==> src/design/cvfa_pkg.sv <==
package cvfa_pkg;

	localparam int ModuleCount    = 12;
	localparam int CellsPerModule = 8;
	localparam int Lanes          = 4;
	localparam int BankRows       = ModuleCount * CellsPerModule / Lanes;
	localparam int RowW           = (BankRows > 1) ? $clog2(BankRows) : 1;

	localparam int VoltW   = 16;
	localparam int ScaledW = 19;
	localparam int FracW   = 27;
	localparam int QuotW   = 13;
	localparam int RecipW  = 28;
	localparam int ProdW   = FracW + RecipW;

	localparam logic [28:0] IdLow     = 29'h300;
	localparam logic [28:0] IdHigh    = 29'h320;
	localparam logic [6:0]  FrameLen  = 7'd8;

	// raw * 6.1035 = raw * 6 + raw * 1035 / 10000
	localparam logic [10:0]       ScaleFrac  = 11'd1035;
	localparam logic [RecipW-1:0] RecipM     = 28'd219902326;
	localparam int                RecipShift = 41;

	localparam logic [VoltW-1:0] LowLimitRst  = 16'd23000;
	localparam logic [VoltW-1:0] HighLimitRst = 16'd40000;

	typedef enum logic [0:0] {
		REG_LOW_LIMIT  = 1'b0,
		REG_HIGH_LIMIT = 1'b1
	} cvfa_reg_t;

	typedef struct packed {
		logic             en;
		logic [RowW-1:0]  row;
		logic [VoltW-1:0] data;
	} cvfa_wr_t;

	function automatic logic [3:0] mod_module(input logic [3:0] v);
		logic [3:0] r;
		r = '0;
		for (int i = 0; i < 16; i++) begin
			if (v == 4'(i)) begin
				r = 4'(i % ModuleCount);
			end
		end
		return r;
	endfunction

endpackage

==> src/design/cvfa_bank.sv <==
module cvfa_bank (
	input  logic                           clk,
	input  logic                           arst_n,
	input  logic                           rd_en,
	input  logic [cvfa_pkg::RowW-1:0]      rd_row,
	input  cvfa_pkg::cvfa_wr_t             wr,
	output logic [cvfa_pkg::VoltW-1:0]     rd_data
);
	import cvfa_pkg::*;

	logic [VoltW-1:0]    mem [BankRows];
	logic [BankRows-1:0] vld_q;
	logic [VoltW-1:0]    rd_q;
	logic                rd_vld_q;

	always_ff @(posedge clk) begin
		if (wr.en) begin
			mem[wr.row] <= wr.data;
		end
		if (rd_en) begin
			rd_q <= mem[rd_row];
		end
	end

	// an entry never written reads as an empty cell
	always_ff @(posedge clk or negedge arst_n) begin
		if (!arst_n) begin
			vld_q    <= '0;
			rd_vld_q <= 1'b0;
		end else begin
			if (wr.en) begin
				vld_q[wr.row] <= 1'b1;
			end
			if (rd_en) begin
				rd_vld_q <= vld_q[rd_row];
			end
		end
	end

	assign rd_data = rd_vld_q ? rd_q : '0;

endmodule

==> config.mk <==
export PLATFORM = sky130hd
export DESIGN_NAME = cvfa_bank
export DESIGN_NICKNAME = d
export VERILOG_FILES = /design/src/design/cvfa_pkg.sv /design/src/design/cvfa_bank.sv
export SDC_FILE = /design/constraint.sdc
export NUM_CORES = 1
export LEC_CHECK = 0
export BUFFER_PORTS_ARGS = -buffer_cell sky130_fd_sc_hd__buf_2
export CORE_MARGIN = 2
export CORE_UTILIZATION = 32
export DETAILED_ROUTE_END_ITERATION = 12
export SLEW_MARGIN = 20
export SYNTH_ARGS = -nofsm -noshare
export SYNTH_HDL_FRONTEND = slang
export SYNTH_SLANG_ARGS = --single-unit
export TNS_END_PERCENT = 100
==> constraint.sdc <==
create_clock -name clk -period 1.81 [get_ports clk]
set_input_delay 0.181 -clock clk [delete_from_list [all_inputs] [get_ports clk]]
set_output_delay 0.181 -clock clk [all_outputs]
set_load 0.005 [all_outputs]
======== Word level (Yosys, flattened, before mapping) ========
Memory sizes are Yosys's and may differ from the RTL's. A register that Yosys moved wholly into a read port is not among the register bits.
Index checks and enable logic that the tools add are counted.
operators by class
  eq/ne operators ......................... 0
  shift-type cells ........................ 0
  bitwise logic cells ..................... 1
  reductions and logical operators ........ 1
  $add $sub $neg .......................... 0
  order comparisons ....................... 3
  multiplexer cells ....................... 7
  multipliers ............................. 0
  divide/modulo/power cells ............... 0
operator list
  cell                  number
  $or A24 B24 Y24       1
  $mux W16              1
  $lt A5 B6 Y1 const B  2
  $bmux W1 S5           1
  $demux W1 S5          1
  $ge A5 B1 Y1 const B  1
  $mux W1               4
  $logic_and A1 B1 Y1   1
storage, ports and cells
  output and inout port bits .............. 16
  input port bits ......................... 30
  memory bits (writable) .................. 384
  bits in latches ......................... 0
  memories ................................ 1
  word-level logic and storage cells ...... 15
  memory bits (read-only) ................. 0
  register bits ........................... 25
memories
  name  depth  width  rd ports  clocked after memory_dff  write ports  RTL line         RTL
  mem   24     16     1         1                         1            cvfa_bank.sv:11  logic [VoltW-1:0] mem [BankRows];

======== Depth between registers and ports, before layout ========
Gate-level depths: netlist (run 1).
  word-level depth ........................ 5
  mapped depth ............................ 8
  depth with buffers taken out ............ 4

======== Worst setup path after synthesis (run 1) ========
Ideal clock, no wire load.
  path type ............................... in2reg
  start point ............................. input port wr[16] (netlist name)
  end point ............................... memory mem[20][0] (enable)
  stages .................................. 3
  required time ........................... 1421 ps
  path buffers ............................ 1
  setup time .............................. 389 ps
  path slack .............................. -102 ps
  arrival ................................. 1523 ps
  path through ............................ or3b_2 -> clkbuf_1 -> nor2_1
RTL lines
  element             RTL line         RTL
  start: declaration  cvfa_bank.sv:6   input cvfa_pkg::cvfa_wr_t wr,
  end: declaration    cvfa_bank.sv:11
Straight into the memory's write port.

==> out/results.ini, run 1 <==
[run_status]
status=finished clean

[pwr]
p_int_mw=17.0
switching_power_mw=4.56
p_seq_share_pct=51.5
clock_power_share_pct=42.4
power.leakage_nw=6.69
max-vdd-ir-drop_v=0.000562
swShare_pct=21.1
combinationalPowerShare_pct=6.1
powerDensity_nw_per_um2=1090

[yosys]
ys_seq_elements=425
ys_warn_count=0
synth_fp_nets=850
yosysMostFrequentCell=edfxtp_1
netlist_instances=820
netlist_top_cells_count=edfxtp_1, mux4_2, mux2i_1
ys_seq_area_share_pct=76.4
yosys.cell_types.count=33
synthArstFlopShare_pct=5.88
avgSynthCellArea_um2=20.2
syn-cell-area_um2=16500
synth_enable_flop_cells=400
yosys.area.top_type_share_pct=72.6
ys.flop_type=edfxtp_1
synth.area.top_cells=edfxtp_1, mux4_2, mux2i_1, dfrtp_1, and2_1
synth.largest_area_cell=edfxtp_1

[timing]
fin_worst_skew_ns=0.0223
finalHoldViolCount=0
slew_viol_final=0
setup_viol=0
grt_setup_unrepaired=false
finalCriticalPeriod_ns=1.70
max_freq_mhz=589
fin_setup_tns_ns=0
relSlewSlack_pct=58.7
tightestPinTransition_ns=0.620
post-route-period-util_pct=93.8

[floorplan]
fp.dieW_um=231
die_y_um=231
row_count=83
die-area_um2=53500
core_area_um2=51200
start_util_pct=32.3
ioPinCount=46

[clocking]
clock_path_buffers=3
path_clk_slew_ns=0.06
postCtsSetupBuffers=0
clkSinkCount=425
cts_tree=built
cts_buffers=43
clkLatencyLatePin_ns=0.56
cts-htree-levels=2
cts-root-buf=clkbuf_16

[critical_path]
crit_type=reg2reg
r2r-start=mem[7][2]$_DFFE_PP_
slowest_delay_ns=0.51
crit_path_end_kind=flop
crit_arrival_ns=2.02
crit_start=mem[7][2]$_DFFE_PP_
ff2ff_path_depth=4
path_cells=mux4_1, mux2i_1, o211ai_1, and2_1
worstSetupStartpointType=flop
crit_fanout=1
cp.required_ns=2.13
critPathSlowestCell=mux4_1

[routing]
ant_nets=0
vias_per_cell=4.85
wl_per_cell_um=23.0
vias=8140
wl_um=38600
drcViolationCount=0
drtPass1Iterations=4
first_iter_violations=767

[hold_path]
min_from=wr[15]
whs_path_depth=1
hold_class=in2reg

[global_route]
grtUsageTotal_pct=14.6
grt_max_degree=26
gr-total-overflow=0
grt_first_pass_wirelength_um=57100
antenna_found_initial=4
grt_pass1_vias=8609

[layout]
design_area_um2=19900
drive_gt1_share_pct=33.7
area_delta_synth_final_pct=20.1
n_fill_cell=4570
nNetsFinal=992

[placement]
dp_hpwl_um=25000
gp_congestion=0.780
placement.cell_area_um2=18400
io_buffer_count=45

[flow_run]
cap_violations=0

-- cells in the final DEF, fill, tap and decap left out, types with 9 or more instances in the layout --
cell type  instances
buf_4             72
dfrtp_1           25
nor2_2            24
buf_2             44
or2_2             24
o211ai_1          16
a22oi_1           13
buf_12            19
edfxtp_1         400
and2_1            28
nand2_1           33
nand4_1            9
clkbuf_16         43
a21oi_1           11
clkinv_2           9
mux4_2            73
mux2i_1           69
o21ai_0           11
-- final timing paths --
| kind | end | slack, ns |
|---|---|---|
| max | rd_q[2]$_DFFE_PP_ | 0.11 |
| min | mem[4][15]$_DFFE_PP_ | 0.06 |
| max reg2reg | rd_q[2]$_DFFE_PP_ | 0.11 |
| min reg2reg | vld_q[16]$_DFFE_PN0P_ | 0.46 |
| max in group asynchronous | vld_q[7]$_DFFE_PN0P_ | 1.20 |
| min in group asynchronous | vld_q[16]$_DFFE_PN0P_ | 0.19 |
-- critical path: cells and delay by family (launching register included) --
kind | cells | cell delay [ns]
mux | 2 | 0.82
flops | 1 | 0.36
simple gates | 1 | 0.15
compound gates | 1 | 0.12
-- area by class of cell --
| cell class | instances | area, um2 | area share, % |
|---|---|---|---|
| sequential | 425 | 12600 | 63.6 |
| multi-input combinational | 352 | 3710 | 18.7 |
| timing repair buffer | 138 | 1170 | 5.91 |
| clock buffer | 47 | 1090 | 5.49 |
| tap | 680 | 851 | 4.28 |
| clock inverter | 33 | 388 | 1.95 |
| inverter | 2 | 7.51 | 0.0378 |
| antenna | 2 | 5.00 | 0.0252 |
-- layer usage --
metal | up-vias | global-route usage, % | share of wire, %
li1 | 3619 | - | -
met1 | 4232 | 19.3 | 43
met2 | 212 | 24.0 | 49
met3 | 75 | 2.82 | 5.0
met4 | 2 | 5.44 | 3.0
met5 | - | 0 | 0.034
-- power by group through the flow --
stage / logic (mW) / clock network, mW / registers (mW)
3_3_place_gp: 1.31 / 0 / 11.3
2_1_floorplan: 0.755 / 0 / 11.3
5_1_grt: 1.44 / 9.73 / 11.1
4_1_cts: 1.34 / 9.35 / 11.1
6_report: 1.32 / 9.16 / 11.1
3_5_place_dp: 1.34 / 0 / 11.3
-- through the flow --
stage	hold WS (ns)	total power [mW]	setup WS [ns]	std cells	utilization (%)
finish	0.0632	21.6	0.112	1679	38.8
global route	0.0746	22.3	0.0434	1679	38.8
CTS	0.0374	21.8	0.0633	1677	38.8
detailed placement	0.230	12.7	-0.159	1595	35.9
global placement	0.232	12.6	-0.127	1595	35.9
floorplan	-0.115	12.0	-0.102	820	-
-- what timing repair did --
action                                  CTS  global route
endpoints found under the setup margin    0             0
hold buffers                              2             0
gates resized for setup                   0             0
endpoints found under the hold margin    27             0
-- kinds of logic after synthesis --
family | Yosys count | share of synthesized area (%)
AND/OR/NAND/NOR | 143 | 4.50
flip-flops | 425 | 76.4
AO/OA/AOI/OAI | 56 | 2.25
multiplexers | 153 | 15.3
buffers and inverters | 43 | 1.57
-- sequential cells by signal (all words and copies together) (netlist names) --
signal and count:
vld_q 24, mem 384, rd_vld_q 1, rd_q 16
Power figures use the tool's default switching activity.
==> run 2, diff against run 1 <==
--- a/config.mk
+++ b/config.mk
@@ -5,10 +5,11 @@
 export SDC_FILE = /design/constraint.sdc
 export NUM_CORES = 1
 export LEC_CHECK = 0
-export BUFFER_PORTS_ARGS = -buffer_cell sky130_fd_sc_hd__buf_2
+export BUFFER_PORTS_ARGS = -buffer_cell sky130_fd_sc_hd__clkbuf_2
 export CORE_MARGIN = 2
 export CORE_UTILIZATION = 32
 export DETAILED_ROUTE_END_ITERATION = 12
+export MAX_ROUTING_LAYER = met4
 export SLEW_MARGIN = 20
 export SYNTH_ARGS = -nofsm -noshare
 export SYNTH_HDL_FRONTEND = slang
==> out/results.ini, run 2 (same netlist as run 1, synthesis figures left out) <==
[global_route]
grt_max_degree=41  ; +58%
gr-total-overflow=0  ; unchanged
grt_pass1_vias=8446  ; -1.9%
grt_first_pass_wirelength_um=57100  ; about the same
antenna_found_initial=2  ; -2
grtUsageTotal_pct=15.1  ; +0.47 points

[timing]
post-route-period-util_pct=95.2  ; +1.4 points
slew_viol_final=0  ; unchanged
max_freq_mhz=580  ; -1.5%
relSlewSlack_pct=55.4  ; -3.2 points
tightestPinTransition_ns=0.668  ; +0.0484 ns
fin_setup_tns_ns=0  ; unchanged
fin_worst_skew_ns=0.0147  ; -0.00756 ns
holdWs_ns=0.127  ; +0.0643 ns
finalCriticalPeriod_ns=1.72  ; +0.0253 ns
grt_setup_unrepaired=false
setup_slack_ns=0.0862  ; -0.0253 ns
setup_viol=0  ; unchanged
finalHoldViolCount=0  ; unchanged

[routing]
drtPass1Iterations=6  ; +2
wl_per_cell_um=23.2  ; +0.60%
first_iter_violations=903  ; +18%
drcViolationCount=0  ; unchanged
vias_per_cell=4.95  ; +2.0%
vias=8234  ; +1.2%
ant_nets=0  ; unchanged
wl_um=38600  ; -0.24%

[placement]
placement.cell_area_um2=18500  ; +0.61%
dp_slack_ns=-0.0945  ; +0.0642 ns
dp_hpwl_um=24800  ; -0.97%
io_buffer_count=45  ; unchanged
placed_cells=1590  ; -0.31%
gp_congestion=0.783  ; +0.37%

[clocking]
postCtsResizedCells=0  ; unchanged
clock_path_buffers=3  ; unchanged
path_clk_slew_ns=0.06  ; about the same
cts_buffers=42  ; -2.3%
cts-htree-levels=2  ; unchanged
cts_tree=built
clkSinkCount=425  ; unchanged
cts-root-buf=clkbuf_16
clkLatencyLatePin_ns=0.56  ; about the same

[pwr]
max-vdd-ir-drop_v=0.000476  ; -15%
p_seq_share_pct=53.4  ; +1.9 points
swShare_pct=21.1  ; -0.053 points
combinationalPowerShare_pct=6.3  ; +0.2 points
switching_power_mw=4.40  ; -3.6%
power.leakage_nw=6.65  ; -0.61%
p_int_mw=16.5  ; -3.3%
powerDensity_nw_per_um2=1050  ; -3.2%
p_total_mw=20.9  ; -3.4%
clock_power_share_pct=40.3  ; -2.1 points

[layout]
final_cell_count_no_fill=1665  ; -0.83%
regMostFlops=mem
final_util_pct=38.7  ; -0.088 points
nNetsFinal=985  ; -0.71%
final_cell_mix=edfxtp_1, mux4_2, mux2i_1
area_delta_synth_final_pct=19.8
final_common_cell=edfxtp_1
reg.largest.list=mem (384), vld_q (24), rd_q (16)
largest_reg_flops=384  ; unchanged
n_fill_cell=4549  ; -0.46%
design_area_um2=19800  ; -0.23%
drive_gt1_share_pct=32.8  ; -0.88 points

[critical_path]
ff2ff_path_depth=4  ; unchanged
r2r-start=mem[20][9]$_DFFE_PP_
r2r-end=rd_q[9]$_DFFE_PP_
crit_type=reg2out
rrSetupSlack_ns=0.20  ; +0.09 ns
crit_start=rd_vld_q$_DFFE_PN0P_
crit_fanout=13  ; +12
crit_arrival_ns=1.54  ; -0.48 ns
worstSetupStartpointType=flop
cp.required_ns=1.63  ; -0.50 ns
crit_end=rd_data[12]
crit_path_end_kind=output pin

[floorplan]
ioPinCount=46  ; unchanged
die_y_um=231  ; unchanged
fp.dieW_um=231  ; unchanged
row_count=83  ; unchanged
core_area_um2=51200  ; unchanged
start_util_pct=32.3  ; unchanged
die-area_um2=53500  ; unchanged

[hold_path]
hold_class=in2reg

[run_status]
status=finished clean

[flow_run]
cap_violations=0  ; unchanged

## run 2: changes by cell type in the layout (fill, tap and decap cells not counted), sizes merged, moves of 2 or more
cell      change
clkbuf       +50
buf          -49
bufinv        -5
inv           -2
clkinvlp      -5
## run 2: worst min-delay path by stage
stage,start,to,depth (start not counted)
3_3_place_gp,arst_n,vld_q[1]$_DFFE_PN0P_,1
5_1_grt,wr[10],mem[18][10]$_DFFE_PP_,1
6_report,wr[11],mem[11][11]$_DFFE_PP_,1
2_1_floorplan,arst_n,rd_vld_q$_DFFE_PN0P_,0
4_1_cts,wr[10],mem[19][10]$_DFFE_PP_,1
3_5_place_dp,arst_n,vld_q[3]$_DFFE_PN0P_,1
## run 2: layer usage
layer	vias to the layer above	GRT usage (%)	wire length, um
li1	3596	-	-
met3	51	2.67	1960
met5	-	-	0
met4	0	3.55	665
met1	4360	20.4	17200
met2	227	23.9	18700
## run 2: cell type report
type                            instances  area, um2  share of cell area (%)
Sequential cell                       425      12600                    63.8
Inverter                                2       7.51                  0.0379
Multi-Input combinational cell        352       3710                    18.7
Clock inverter                         20        170                   0.859
Tap cell                              680        851                    4.29
Antenna cell                            1       2.50                  0.0126
Timing Repair Buffer                  132       1280                    6.45
Clock buffer                           53       1160                    5.87
## run 2: worst max-delay path, cell delays in order (launching register included)
cell      delay (ns)
dfrtp_1         0.53
buf_12          0.19
and2_1          0.14
clkbuf_2        0.13
## run 2: power by group through the flow
stage	sequential, mW	combinational, mW	clock (mW)
final	11.1	1.31	8.42
after global routing	11.2	1.42	8.96
after CTS	11.1	1.34	8.59
after detailed placement	11.3	1.33	0
after global placement	11.3	1.31	0
after floorplan	11.3	0.755	0
## run 2: what timing repair did
| action | in CTS | in global routing |
|---|---|---|
| hold buffers | 1 | 0 |
| buffers inserted | 0 | 0 |
| endpoints found under the hold margin | 25 | 0 |
